**src/rtl/core/keyless_proximity_lock_controller_core_macros.svh**
```systemverilog
// assertion helpers for the proximity lock controller
`ifndef KEYLESS_PROXIMITY_LOCK_CONTROLLER_CORE_MACROS_SVH
`define KEYLESS_PROXIMITY_LOCK_CONTROLLER_CORE_MACROS_SVH

// same-cycle implication, checked outside reset
`define KPL_ASSERT_SAME(lbl, ante, cons, msg) \
    lbl: assert property (@(posedge clk) disable iff (!rst_n) (ante) |-> (cons)) \
        else $error(msg);

// next-cycle implication, checked outside reset
`define KPL_ASSERT_NEXT(lbl, ante, cons, msg) \
    lbl: assert property (@(posedge clk) disable iff (!rst_n) (ante) |=> (cons)) \
        else $error(msg);

`endif

```
**src/rtl/core/kpl_pkg.sv**
```systemverilog
package kpl_pkg;

    // configuration port geometry
    localparam int ADDR_W = 6;
    localparam int DATA_W = 64;

    // register indexes
    localparam logic [2:0] REG_HANDS_FREE  = 3'd0;
    localparam logic [2:0] REG_TAG_ADDRESS = 3'd1;
    localparam logic [2:0] REG_TIMEOUT     = 3'd2;
    localparam logic [2:0] REG_WELCOME     = 3'd3;
    localparam logic [2:0] REG_UNLOCK      = 3'd4;
    localparam logic [2:0] REG_LOCK        = 3'd5;
    localparam logic [2:0] REG_COOLDOWN    = 3'd6;

    // register reset values
    localparam logic        RST_HANDS_FREE = 1'b1;
    localparam logic [47:0] RST_TAG_ADDR   = 48'd0;
    localparam logic [31:0] RST_TIMEOUT    = 32'd5000;
    localparam logic [7:0]  RST_WELCOME    = 8'hB5;   // -75
    localparam logic [7:0]  RST_UNLOCK     = 8'hBF;   // -65
    localparam logic [7:0]  RST_LOCK       = 8'hAE;   // -82
    localparam logic [31:0] RST_COOLDOWN   = 32'd10000;

    // signal strength of a tag that is not present: -100
    localparam logic [7:0] RSSI_ABSENT = 8'h9C;

    // request kinds
    localparam logic [1:0] REQ_POLL   = 2'd0;
    localparam logic [1:0] REQ_ADVERT = 2'd1;
    localparam logic [1:0] REQ_UNLOCK = 2'd2;

    // hazard flash codes
    localparam logic [1:0] HAZ_NONE   = 2'd0;
    localparam logic [1:0] HAZ_ARM    = 2'd1;
    localparam logic [1:0] HAZ_DISARM = 2'd2;

    typedef struct packed {
        logic        hands_free_enabled;
        logic [47:0] tag_address;
        logic [31:0] absent_after_ms;
        logic [7:0]  welcome_level;
        logic [7:0]  unlock_level;
        logic [7:0]  lock_level;
        logic [31:0] unlock_holdoff_ms;
    } cfg_t;

    typedef struct packed {
        logic [1:0]  req_type;
        logic [31:0] now_ms;
        logic        ignition_on;
        logic        system_armed;
        logic [47:0] adv_address;
        logic [7:0]  adv_rssi;
    } item_t;

    typedef struct packed {
        logic       armed;
        logic       welcome_light;
        logic [1:0] hazard_flashes;
    } res_t;

    typedef struct packed {
        logic valid;
        res_t res;
    } res_flow_t;

endpackage

```
**src/rtl/core/kpl_regs.sv**
```systemverilog
module kpl_regs (
    input  logic                         clk,
    input  logic                         rst_n,
    input  logic                         psel,
    input  logic                         penable,
    input  logic                         pwrite,
    input  logic [kpl_pkg::ADDR_W-1:0]   paddr,
    input  logic [kpl_pkg::DATA_W-1:0]   pwdata,
    output logic [kpl_pkg::DATA_W-1:0]   prdata,
    output logic                         pready,
    output kpl_pkg::cfg_t                cfg
);

    kpl_pkg::cfg_t cfg_reg;
    logic [2:0]    reg_index;
    logic          wr_en;

    assign pready    = 1'b1;
    assign reg_index = paddr[5:3];
    assign wr_en     = psel && penable && pwrite;
    assign cfg       = cfg_reg;

    // register writes
    always_ff @(posedge clk or negedge rst_n)
    begin
        if (!rst_n)
        begin
            cfg_reg.hands_free_enabled <= kpl_pkg::RST_HANDS_FREE;
            cfg_reg.tag_address        <= kpl_pkg::RST_TAG_ADDR;
            cfg_reg.absent_after_ms    <= kpl_pkg::RST_TIMEOUT;
            cfg_reg.welcome_level      <= kpl_pkg::RST_WELCOME;
            cfg_reg.unlock_level       <= kpl_pkg::RST_UNLOCK;
            cfg_reg.lock_level         <= kpl_pkg::RST_LOCK;
            cfg_reg.unlock_holdoff_ms  <= kpl_pkg::RST_COOLDOWN;
        end
        else if (wr_en)
        begin
            case (reg_index)
                kpl_pkg::REG_HANDS_FREE:  cfg_reg.hands_free_enabled <= pwdata[0];
                kpl_pkg::REG_TAG_ADDRESS: cfg_reg.tag_address        <= pwdata[47:0];
                kpl_pkg::REG_TIMEOUT:     cfg_reg.absent_after_ms    <= pwdata[31:0];
                kpl_pkg::REG_WELCOME:     cfg_reg.welcome_level      <= pwdata[7:0];
                kpl_pkg::REG_UNLOCK:      cfg_reg.unlock_level       <= pwdata[7:0];
                kpl_pkg::REG_LOCK:        cfg_reg.lock_level         <= pwdata[7:0];
                kpl_pkg::REG_COOLDOWN:    cfg_reg.unlock_holdoff_ms  <= pwdata[31:0];
                default:                  ;
            endcase
        end
    end

    // read mux
    always_comb
    begin
        case (reg_index)
            kpl_pkg::REG_HANDS_FREE:  prdata = {63'd0, cfg_reg.hands_free_enabled};
            kpl_pkg::REG_TAG_ADDRESS: prdata = {16'd0, cfg_reg.tag_address};
            kpl_pkg::REG_TIMEOUT:     prdata = {32'd0, cfg_reg.absent_after_ms};
            kpl_pkg::REG_WELCOME:     prdata = {56'd0, cfg_reg.welcome_level};
            kpl_pkg::REG_UNLOCK:      prdata = {56'd0, cfg_reg.unlock_level};
            kpl_pkg::REG_LOCK:        prdata = {56'd0, cfg_reg.lock_level};
            kpl_pkg::REG_COOLDOWN:    prdata = {32'd0, cfg_reg.unlock_holdoff_ms};
            default:                  prdata = '0;
        endcase
    end

endmodule

```
**src/rtl/core/kpl_step.sv**
```systemverilog
module kpl_step (
    input  logic               clk,
    input  logic               rst_n,
    input  logic               s_tvalid,
    output logic               s_tready,
    input  kpl_pkg::item_t     item,
    input  kpl_pkg::cfg_t      cfg,
    input  logic               out_free,
    output kpl_pkg::res_flow_t flow
);

    // input stage
    logic           stage_valid_reg;
    kpl_pkg::item_t item_reg;
    logic           advance;

    // tag and lock state
    logic [7:0]  tag_rssi_reg,      tag_rssi_next;
    logic        tag_present_reg,   tag_present_next;
    logic [31:0] last_seen_ms_reg,  last_seen_ms_next;
    logic [31:0] last_lock_ms_reg,  last_lock_ms_next;
    logic        prev_ignition_reg, prev_ignition_next;
    logic        light_on_reg,      light_on_next;

    kpl_pkg::res_t res;

    assign advance  = stage_valid_reg && out_free;
    assign s_tready = !stage_valid_reg || out_free;

    // input register
    always_ff @(posedge clk or negedge rst_n)
    begin
        if (!rst_n)
        begin
            stage_valid_reg <= 1'b0;
        end
        else if (s_tready)
        begin
            stage_valid_reg <= s_tvalid;
        end
    end

    always_ff @(posedge clk)
    begin
        if (s_tvalid && s_tready)
        begin
            item_reg <= item;
        end
    end

    // step decision
    always_comb
    begin
        logic [31:0] seen_age;
        logic [31:0] lock_age;
        logic        pres;
        logic [7:0]  rssi;
        logic        arm;
        logic        light;
        logic [1:0]  flashes;

        seen_age = item_reg.now_ms - last_seen_ms_reg;
        lock_age = item_reg.now_ms - last_lock_ms_reg;
        pres     = tag_present_reg;
        rssi     = tag_rssi_reg;
        arm      = item_reg.system_armed;
        light    = light_on_reg;
        flashes  = kpl_pkg::HAZ_NONE;

        tag_rssi_next      = tag_rssi_reg;
        tag_present_next   = tag_present_reg;
        last_seen_ms_next  = last_seen_ms_reg;
        last_lock_ms_next  = last_lock_ms_reg;
        prev_ignition_next = prev_ignition_reg;

        case (item_reg.req_type)
            kpl_pkg::REQ_ADVERT:
            begin
                if (item_reg.adv_address == cfg.tag_address)
                begin
                    tag_rssi_next     = item_reg.adv_rssi;
                    last_seen_ms_next = item_reg.now_ms;
                    tag_present_next  = 1'b1;
                end
            end
            kpl_pkg::REQ_UNLOCK:
            begin
                last_lock_ms_next = item_reg.now_ms;
            end
            kpl_pkg::REQ_POLL:
            begin
                if (item_reg.ignition_on != prev_ignition_reg)
                begin
                    // ignition edge forces the state
                    prev_ignition_next = item_reg.ignition_on;
                    if (item_reg.ignition_on)
                    begin
                        arm   = 1'b1;
                        light = 1'b0;
                    end
                    else
                    begin
                        arm     = 1'b0;
                        flashes = kpl_pkg::HAZ_DISARM;
                    end
                end
                else if (!item_reg.ignition_on && cfg.hands_free_enabled)
                begin
                    // tag timeout
                    if (seen_age > cfg.absent_after_ms)
                    begin
                        pres = 1'b0;
                        rssi = kpl_pkg::RSSI_ABSENT;
                    end
                    // welcome light
                    if (pres && ($signed(rssi) >= $signed(cfg.welcome_level)) && arm)
                        light = 1'b1;
                    else if (!pres || ($signed(rssi) < $signed(cfg.welcome_level)))
                        light = 1'b0;
                    // proximity disarm or arm
                    if (arm && pres && ($signed(rssi) >= $signed(cfg.unlock_level)))
                    begin
                        if (lock_age >= cfg.unlock_holdoff_ms)
                        begin
                            arm     = 1'b0;
                            light   = 1'b0;
                            flashes = kpl_pkg::HAZ_DISARM;
                        end
                    end
                    else if (!arm && (!pres ||
                             ($signed(rssi) <= $signed(cfg.lock_level))))
                    begin
                        arm               = 1'b1;
                        last_lock_ms_next = item_reg.now_ms;
                        light             = 1'b0;
                        flashes           = kpl_pkg::HAZ_ARM;
                    end
                    tag_present_next = pres;
                    tag_rssi_next    = rssi;
                end
            end
            default: ;
        endcase

        light_on_next      = light;
        res.armed          = arm;
        res.welcome_light  = light;
        res.hazard_flashes = flashes;
    end

    // state update when the item moves to the result register
    always_ff @(posedge clk or negedge rst_n)
    begin
        if (!rst_n)
        begin
            tag_rssi_reg      <= kpl_pkg::RSSI_ABSENT;
            tag_present_reg   <= 1'b0;
            last_seen_ms_reg  <= '0;
            last_lock_ms_reg  <= '0;
            prev_ignition_reg <= 1'b0;
            light_on_reg      <= 1'b0;
        end
        else if (advance)
        begin
            tag_rssi_reg      <= tag_rssi_next;
            tag_present_reg   <= tag_present_next;
            last_seen_ms_reg  <= last_seen_ms_next;
            last_lock_ms_reg  <= last_lock_ms_next;
            prev_ignition_reg <= prev_ignition_next;
            light_on_reg      <= light_on_next;
        end
    end

    assign flow.valid = stage_valid_reg;
    assign flow.res   = res;

endmodule

```
**src/rtl/core/kpl_out.sv**
```systemverilog
module kpl_out (
    input  logic               clk,
    input  logic               rst_n,
    input  kpl_pkg::res_flow_t flow,
    output logic               out_free,
    output logic               m_tvalid,
    input  logic               m_tready,
    output logic [7:0]         m_tdata
);

    logic          m_tvalid_reg;
    kpl_pkg::res_t res_reg;

    assign out_free = !m_tvalid_reg || m_tready;

    // result valid
    always_ff @(posedge clk or negedge rst_n)
    begin
        if (!rst_n)
        begin
            m_tvalid_reg <= 1'b0;
        end
        else if (out_free)
        begin
            m_tvalid_reg <= flow.valid;
        end
    end

    // result payload
    always_ff @(posedge clk)
    begin
        if (out_free && flow.valid)
        begin
            res_reg <= flow.res;
        end
    end

    assign m_tvalid = m_tvalid_reg;
    assign m_tdata  = {4'd0, res_reg.hazard_flashes, res_reg.welcome_light, res_reg.armed};

endmodule

```
**src/rtl/core/keyless_proximity_lock_controller_core.sv**
```systemverilog
// an accepted item is held in the input register, and its result is then registered in the result register
// throughput: one item per cycle while the result side takes results, set by the single input-to-result register pass
// backpressure on the result side stalls the input register, no items are dropped
// reset (rst_n, async, active low) restores register defaults, tag absent at -100,
// timestamps zero, ignition low and light off, and empties both stages
`include "keyless_proximity_lock_controller_core_macros.svh"

module keyless_proximity_lock_controller_core (
    input  logic                       clk,
    input  logic                       rst_n,
    // item in
    input  logic                       s_tvalid,
    output logic                       s_tready,
    // now_ms[31:0], ignition_on[32], system_armed[33], adv_address[81:34],
    // adv_rssi[89:82], zero fill[95:90]
    input  logic [95:0]                s_tdata,
    // req_type[1:0]
    input  logic [1:0]                 s_tuser,
    // result out
    output logic                       m_tvalid,
    input  logic                       m_tready,
    // armed[0], welcome_light[1], hazard_flashes[3:2], zero fill[7:4]
    output logic [7:0]                 m_tdata,
    // configuration
    input  logic                       psel,
    input  logic                       penable,
    input  logic                       pwrite,
    input  logic [kpl_pkg::ADDR_W-1:0] paddr,
    input  logic [kpl_pkg::DATA_W-1:0] pwdata,
    output logic [kpl_pkg::DATA_W-1:0] prdata,
    output logic                       pready
);

    kpl_pkg::cfg_t      cfg;
    kpl_pkg::item_t     item;
    kpl_pkg::res_flow_t flow;
    logic               out_free;

    // unpack the input transfer
    assign item.req_type     = s_tuser;
    assign item.now_ms       = s_tdata[31:0];
    assign item.ignition_on  = s_tdata[32];
    assign item.system_armed = s_tdata[33];
    assign item.adv_address  = s_tdata[81:34];
    assign item.adv_rssi     = s_tdata[89:82];

    kpl_regs u_regs (
        .clk     (clk),
        .rst_n   (rst_n),
        .psel    (psel),
        .penable (penable),
        .pwrite  (pwrite),
        .paddr   (paddr),
        .pwdata  (pwdata),
        .prdata  (prdata),
        .pready  (pready),
        .cfg     (cfg)
    );

    kpl_step u_step (
        .clk      (clk),
        .rst_n    (rst_n),
        .s_tvalid (s_tvalid),
        .s_tready (s_tready),
        .item     (item),
        .cfg      (cfg),
        .out_free (out_free),
        .flow     (flow)
    );

    kpl_out u_out (
        .clk      (clk),
        .rst_n    (rst_n),
        .flow     (flow),
        .out_free (out_free),
        .m_tvalid (m_tvalid),
        .m_tready (m_tready),
        .m_tdata  (m_tdata)
    );

    // accepted item occupies the input stage next cycle
    `KPL_ASSERT_NEXT(a_stage_load, s_tvalid && s_tready, flow.valid, "accepted item lost")
    // arming flash only with armed result
    `KPL_ASSERT_SAME(a_arm_flash,
        m_tvalid && (m_tdata[3:2] == kpl_pkg::HAZ_ARM),
        m_tdata[0] && !m_tdata[1], "arm flash without armed state")
    // disarming flash only with disarmed result
    `KPL_ASSERT_SAME(a_disarm_flash,
        m_tvalid && (m_tdata[3:2] == kpl_pkg::HAZ_DISARM),
        !m_tdata[0], "disarm flash with armed state")
    // no undefined flash code
    `KPL_ASSERT_SAME(a_flash_code, m_tvalid, m_tdata[3:2] != 2'd3, "bad hazard flash code")

endmodule
```
**config.mk**
```make
export PLATFORM = sky130hd
export DESIGN_NAME = keyless_proximity_lock_controller_core
export DESIGN_NICKNAME = d
export VERILOG_FILES = /design/src/rtl/core/kpl_pkg.sv /design/src/rtl/core/kpl_regs.sv /design/src/rtl/core/kpl_step.sv /design/src/rtl/core/kpl_out.sv /design/src/rtl/core/keyless_proximity_lock_controller_core.sv
export VERILOG_INCLUDE_DIRS = /design/src /design/src/rtl/core
export SDC_FILE = /design/constraint.sdc
export NUM_CORES = 1
export LEC_CHECK = 0
export ABC_CLOCK_PERIOD_IN_PS = 8500
export BUFFER_PORTS_ARGS = -buffer_cell sky130_fd_sc_hd__clkbuf_2
export CORE_AREA = 2 2 181 183
export DETAILED_ROUTE_END_ITERATION = 10
export DIE_AREA = 0 0 183 185
export HOLD_SLACK_MARGIN = 0.12
export PLACE_DENSITY = 0.8
export RECOVER_POWER = 50
export SYNTH_ARGS = -nofsm -noshare
export SYNTH_HDL_FRONTEND = slang
export SYNTH_SLANG_ARGS = --single-unit
export TNS_END_PERCENT = 5
```
**constraint.sdc**
```tcl
create_clock -name clk -period 8.5 [get_ports clk]
set_clock_uncertainty 0.1 [all_clocks]
set_input_delay 1.7 -clock clk [delete_from_list [all_inputs] [get_ports clk]]
set_output_delay 1.7 -clock clk [all_outputs]
set_load 0.1 [all_outputs]
```
## After elaboration in Yosys (flattened, before gate mapping)

Index checks and enable logic that the tools add are counted.

- Output and inout port bits: 75
- Logic and storage cells: 125
- Flip-flop bits (word level): 310
- Input bits: 175

- Add/subtract/negate cells: 2
- Eq/ne operators: 15
- Muxes and demuxes: 44
- Magnitude comparators: 6
- Reduce and logical (&&, ||, !) cells: 34

Operators with widths:

| operator | count |
|---|---|
| $pmux 48 s7 | 1 |
| $mux 32 | 4 |
| $pmux 32 s2 | 1 |
| $sub 32x32->32 | 2 |
| $mux 8 | 7 |
| $eq 48x48->1 | 1 |
| $ge 32x32->1 | 1 |
| $gt 32x32->1 | 1 |
| $mux 1 | 24 |
| $ge 8x8->1 | 2 |
| $pmux 8 s2 | 1 |
| $reduce_and 2->1 | 7 |
| $logic_and 1x1->1 | 10 |
| $mux 2 | 5 |
| $eq 3x3->1 const B | 3 |
| $le 8x8->1 | 1 |
| $lt 8x8->1 | 1 |
| $eq 3x2->1 const B | 2 |
| $ne 2x1->1 const B | 3 |
| $reduce_and 3->1 | 2 |
| $reduce_and 6->1 | 1 |
| $logic_not 1->1 | 5 |
| $reduce_and 5->1 | 1 |
| $logic_or 1x1->1 | 4 |
| other kinds (9) | 11 |

## Depth between registers and ports, before layout

Gate-level depths: netlist of run 1.

- Depth in word-level cells: 15
- Mapped depth: 32
- Gate-level depth less buffers: 31

## Cells and area by module

Synthesis of run 1 repeated with hierarchy kept, for this count alone.

- Cells, all modules: 1635
- Area total of the unflattened synthesis: 18391.4 um2

By module, submodules not included:

| module | sequential area each (um2) | instances | area an instance (um2) | cells each |
|---|---|---|---|---|
| kpl_step | 4669.5 | 1 | 11808.8 | 1147 |
| kpl_regs | 3463.3 | 1 | 6374.9 | 475 |
| kpl_out | 145.1 | 1 | 207.7 | 13 |

## Least setup slack after synthesis of run 1

OpenSTA, ideal clock, no wires.

- Path type: input to output
- Start point: input paddr[5] in the netlist's numbering
- End point: output prdata[16] in the netlist's numbering
- Required time: 6.700 ns
- Data arrival time: 5.053 ns
- Stages on the path: 5
- Slack: 1.647 ns
- Path through: clkbuf_1 buf_1 buf_1 mux2i_1 o21ai_0

- Longest elaborated chain between the ends: 2
- Elaborated cells between the ends (all ways): 8

Ends and longest elaborated chain:

| item | RTL line | text |
|---|---|---|
| start: declaration | keyless_proximity_lock_controller_core.sv:28 | `input logic [kpl_pkg::ADDR_W-1:0] paddr,` |
| $eq 3x3->1, or another cell as far along | kpl_regs.sv:54 | `case (reg_index)` |
| $pmux 48 s7 * | kpl_regs.sv:54 |  |
| end: declaration | keyless_proximity_lock_controller_core.sv:30 | `output logic [kpl_pkg::DATA_W-1:0] prdata,` |

Mark *: on every way between the ends. The rest lies on a longest branch, timed or not.

## Worst setup path in the final report of run 1

- Start point: input paddr[5] in the netlist's numbering
- End point: output prdata[2] in the netlist's numbering

The elaborated chain is that of the path after synthesis.

==> out/metrics.cfg, run 1 <==
[min_path]
min-delay-path-class=flip-flop to flip-flop
min_from=u_step.last_lock_ms_reg[13]

[layout]
multi_input_comb_area_um2=9134
largest_register_ff_count=137
layout-drive-gt1-share_pct=23.07
fillerInstances=2411
most-common-layout-cells=clkbuf_2 (194), dfrtp_1 (182), inv_1 (170)
layout.cells.most_common=clkbuf_2
fin_nets=2250
syn_to_final_growth_pct=13.31
sequential_cell_area_um2=8278

[global_routing]
grt_antenna_before_repair=1
grt_first_pass_wirelength_mm=71.97
pin_count_of_the_biggest_net_entering_global_routing=81
overflow=0
overall_routing_resource_usage_pct=27.15
first_global_vias=13510

[route]
met1Wirelength_mm=20.03
num_vias=13700
detail_route.iter0.violations=801
detail_route.drc_violations=0
met2_wirelength_mm=21.75
route.detailed.vias_per_inst=5.803
post_drt_wl_per_cell_um=19.58
detail-route-antenna-nets=0
dr.pass1.iters=5
finalWirelength_mm=46.24
dr.max_layer_used=met4
met3_length_mm=2.844

[clock_network]
cts_buffers=36
clock_insertion_delay_worst_skew_ns=0.53
clkSinkCount=310
root_buffer_cell=clkbuf_16
cts_resized=0
postCtsSetupRepairBufs=0
htree_num_levels=2
worst_setup_hold_path_clk_slew_ns=0.05
tritoncts=done
ctsHoldBuffers=0
cts-root-to-sink-buffers=3

[sta]
transition_time_at_the_pin_with_the_least_slew_margin_ns=4.498
slew-limit-headroom_pct=-199.9
final.period_utilization_pct=93.90
finalSetupViolCount=0
unrepaired_setup_endpoints_after_global_routing=no
worst_hold_slack_ns=0.3884
slew_viols_final=338
max_freq_mhz=125.3
hold_violations=0
totalNegativeSetupSlack_ns=0
finalWorstSetupSlack_ns=0.5181
layout_min_cycle_time_ns=7.982

[floorplan]
core-area_um2=32040
floorplan.initialDensity_pct=57.26
floorplan.rows=66
dieHeight_um=185
fp.dieArea_um2=33860
floorplan.io_pins=250
die_width_um=183

[setup_path]
critPathLaunchType=primary input
crit_path_start=paddr[5]
timing.critical_path.required_ns=6.70
worst-path-max-fanout=47
arrival_ns=6.18
crit_type=primary input to output port
worstSetupEndpointType=output port
regToRegStartpoint=u_step.item_reg[58]

[place]
dp_hpwl_mm=34.81
port_buffers=203
pre_cts_slack_ns=1.148
gp_routability_congestion=0.9289

[logic_synthesis]
seq_area_frac_synth_pct=45.12
synth_cell_type_count=86
synth.ff_latch_count=310
synthFlopType=dfrtp_1
synthesis.instances=1723
synthesis.yosys.warnings=0
syn-mean-instance-area_um2=10.65
mappedNetlistArea_um2=18350
count_of_flip_flops_with_a_built_in_enable_after_synthesis=96
ys_async_sr_fraction_pct=69.03

[power_and_ir_drop]
p_per_area_nw_per_um2=248.1
total_power_consumption_of_the_routed_design_w=0.005157
cellLeakagePower_nw=9.907
max-vdd-ir-drop_v=0.0001430

[run_status]
outcome=complete, but fails checks
violations=capacitance limit, slew limit

[flow_run]
drv.max_cap_violation_count=6

-- path summary, 6_finish.rpt --
kind	cells after the start	slack [ns]	endpoint
min in group asynchronous	1	2.66	u_regs.cfg[123]
max in group asynchronous	2	2.01	u_step.last_lock_ms_reg[17]
min	1	0.39	u_step.last_lock_ms_reg[13]
min reg2reg	1	0.39	u_step.last_lock_ms_reg[13]
max	7	0.52	prdata[2]
max reg2reg	31	1.13	u_step.last_lock_ms_reg[31]
-- worst max-delay path: stages --
cell      delay, ns
clkbuf_1       0.16
clkbuf_1       2.22
nor2b_1        0.72
a221oi_1       0.52
a21oi_1        0.08
a311o_1        0.36
clkbuf_2       0.38
-- Yosys cell counts (24+ instances only) --
| cell type | n | share of area (%) |
|---|---|---|
| a21o_1 | 43 | 1.8 |
| a21oi_1 | 80 | 2.2 |
| and2_1 | 24 | 0.82 |
| clkbuf_1 | 37 | 0.76 |
| dfrtp_1 | 182 | 25 |
| dfstp_2 | 32 | 4.6 |
| edfxtp_1 | 96 | 16 |
| ha_1 | 150 | 10 |
| inv_1 | 170 | 3.5 |
| mux2_2 | 99 | 6.1 |
| mux2_4 | 30 | 2.5 |
| mux2i_1 | 30 | 1.6 |
| nand2_1 | 141 | 2.9 |
| nor2_1 | 55 | 1.1 |
| o21ai_0 | 120 | 3.3 |
| xnor2_1 | 39 | 1.9 |
| xor2_1 | 64 | 3.1 |
-- power by group --
group | leakage [nW] | internal, W | switching [W]
Clock | 0.562 | 0.000886 | 0.000612
Combinational | 5.96 | 0.000685 | 0.00101
Sequential | 3.39 | 0.00179 | 0.000173
-- metrics by stage --
| step | instances | cell area, µm² | utilization, % |
|---|---|---|---|
| detailed placement | 2293 | 19680 | 61.41 |
| CTS | 2359 | 20830 | 65.00 |
| finish | 2361 | 20790 | 64.88 |
| global route | 2360 | 20790 | 64.87 |
| floorplan | 1742 | 18420 | - |
| global placement | 2293 | 19680 | 61.41 |
-- routing by layer --
layer	vias to the layer above	GRT usage, %
li1	6470	-
met1	6655	35.94
met2	485	45.50
met3	92	4.050
met4	0	10.05
met5	-	0
-- area by class of cell --
class | count | share of cell area (%)
timing repair buffer | 215 | 5.176
tap | 408 | 2.456
clock inverter | 9 | 0.2588
antenna | 2 | 0.02407
inverter | 170 | 3.070
clock buffer | 57 | 5.260
multi-input combinational | 1190 | 43.94
sequential | 310 | 39.82
-- cells by family (layout without fill, tap and decap cells) --
kind of cell / after synthesis / after routing / synth area share (%)
AO/OA/AOI/OAI: 385 / 385 / 13.63
AND/OR/NAND/NOR: 366 / 366 / 9.889
flip-flops: 310 / 310 / 45.12
buffers and inverters: 242 / 451 / 5.538
multiplexers: 163 / 163 / 10.41
adder cells (fa/ha/maj): 152 / 152 / 10.45
XOR/XNOR: 103 / 103 / 4.917
other: 2 / 23 / 0.04093
No activity file was read; power rests on OpenSTA's default activity.
==> inputs of run 2 (changes only) <==
Settings changed: CORE_AREA 2 2 181 183 to 2 2 216 154, DIE_AREA 0 0 183 185 to 0 0 218 156, MAX_ROUTING_LAYER set to met4.
==> run 2 against run 1 <==
Compared with the run above:
- the run still ends with capacitance limit, slew limit left
- sequential share of layout area is 0.093 points lower
- global-route usage increased by 2.8 points
- via count up 0.89%
- flip-flop and latch count unchanged
- critical path type is now flip-flop to flip-flop
- highest routed layer unchanged
==> out/metrics.cfg, run 2 (synthesized netlist as in run 1, its figures left out) <==
[run_status]
outcome=complete, but fails checks
violations=capacitance limit, slew limit

[sta]
finalWorstSetupSlack_ns=0.6744
unrepaired_setup_endpoints_after_global_routing=no
layout_min_cycle_time_ns=7.826
totalNegativeSetupSlack_ns=0
slew-limit-headroom_pct=-289.6
transition_time_at_the_pin_with_the_least_slew_margin_ns=5.845
max_freq_mhz=127.8
slew_viols_final=197
final.period_utilization_pct=92.07
finalSetupViolCount=0
worst_hold_slack_ns=0.3850
hold_violations=0

[setup_path]
crit_family=compound AO/OA/AOI/OAI gates
arrival_ns=8.13
timing.critical_path.required_ns=8.81
worst-path-max-fanout=16
worst_path_max_delay_cell=a31oi_2
reg2reg_setup_slack_ns=0.67
crit_type=flip-flop to flip-flop
worst_path_largest_cell_delay_ns=0.44
critPathBufInv=3
cpMostUsedCell=ha_1
ff2ff_path_depth=31
regToRegStartpoint=u_step.item_reg[58]
worstSetupEndpointType=flip-flop
critPathLaunchType=flip-flop
r2r_end=u_step.last_lock_ms_reg[13]

[floorplan]
floorplan.initialDensity_pct=57.46
fp.dieArea_um2=34010
dieHeight_um=156
die_width_um=218
core-area_um2=31930
floorplan.rows=55
floorplan.io_pins=250

[clock_network]
cts_resized=0
root_buffer_cell=clkbuf_16
htree_num_levels=2
cts-root-to-sink-buffers=3
worst_setup_hold_path_clk_slew_ns=0.06
ctsHoldBuffers=0
clkSinkCount=310
clock_insertion_delay_worst_skew_ns=0.53
postCtsSetupRepairBufs=0
cts_buffers=34
tritoncts=done

[layout]
final_design_area_no_fill_um2=20840
layout.cells.most_common=clkbuf_2
layout-drive-gt1-share_pct=23.05
fin_nets=2249
multi_input_comb_area_um2=9139
syn_to_final_growth_pct=13.58
largest_register_ff_count=137
most-common-layout-cells=clkbuf_2 (193), dfrtp_1 (182), inv_1 (170)
fillerInstances=2488
antenna_cells_inserted=0
sequential_cell_area_um2=8278

[flow_run]
drv.max_cap_violation_count=3

[route]
detail_route.drc_violations=0
detail-route-antenna-nets=0
dr.pass1.iters=6
detail_route.iter0.violations=1324
num_vias=13820
finalWirelength_mm=49.62
post_drt_wl_per_cell_um=20.89
route.detailed.vias_per_inst=5.821

[place]
place_area_um2=19730
gp_routability_congestion=0.9666
dp_hpwl_mm=37.29
port_buffers=203
pre_cts_slack_ns=0.7911

[power_and_ir_drop]
p_per_area_nw_per_um2=251.4
max-vdd-ir-drop_v=0.0001998
cellLeakagePower_nw=9.920
total_power_consumption_of_the_routed_design_w=0.005238

[min_path]
hold_depth=1
min_to=u_out.m_tvalid
min_from=u_step.stage_valid_reg
min-delay-path-class=flip-flop to flip-flop

[global_routing]
overflow=0
first_global_vias=13440
grt_first_pass_wirelength_mm=76.18
grt_antenna_before_repair=0
pin_count_of_the_biggest_net_entering_global_routing=104
overall_routing_resource_usage_pct=29.97

run 2: worst max-delay path by stage:
stage / from / to / slack (ns) / depth (start not counted)
6_report: u_step.item_reg[58] / u_step.last_lock_ms_reg[13] / 0.67 / 31
5_1_grt: rst_n / u_step.last_seen_ms_reg[7] / 0.18 / 2
4_1_cts: u_step.item_reg[58] / u_step.last_lock_ms_reg[13] / 0.75 / 31
3_5_place_dp: u_step.item_reg[58] / u_step.last_lock_ms_reg[13] / 0.79 / 31
3_3_place_gp: u_step.item_reg[58] / u_step.last_lock_ms_reg[13] / 0.96 / 31
2_1_floorplan: paddr[5] / prdata[16] / 1.65 / 5
run 2: metrics by stage:
stage / cells / util, %
global placement: 2313 / 61.78
CTS: 2375 / 65.36
finish: 2375 / 65.26
floorplan: 1742 / -
detailed placement: 2313 / 61.78
global route: 2375 / 65.26
run 2: report_power, final:
group,total [W],internal [W],switching [W]
clock,0.00152,0.000914,0.000608
sequential,0.00197,0.00179,0.000179
combinational,0.00175,0.000686,0.00106
total,0.00524,0.00339,0.00185
run 2: routing by layer:
| layer | vias to the layer above | track usage, % | wire length [µm] |
|---|---|---|---|
| li1 | 6457 | - | - |
| met1 | 6756 | 42.64 | 22790 |
| met2 | 541 | 45.34 | 21890 |
| met3 | 70 | 4.873 | 3933 |
| met4 | 0 | 6.479 | 1008 |
| met5 | - | - | 0 |
run 2: cell type report:
class,instances,area share [%]
inverters,170,3.062
flip-flops and latches,310,39.73
well taps,427,2.564
repair buffers,216,5.308
clock buffers,56,5.080
multi-input cells,1190,43.86
clock inverters,6,0.4023
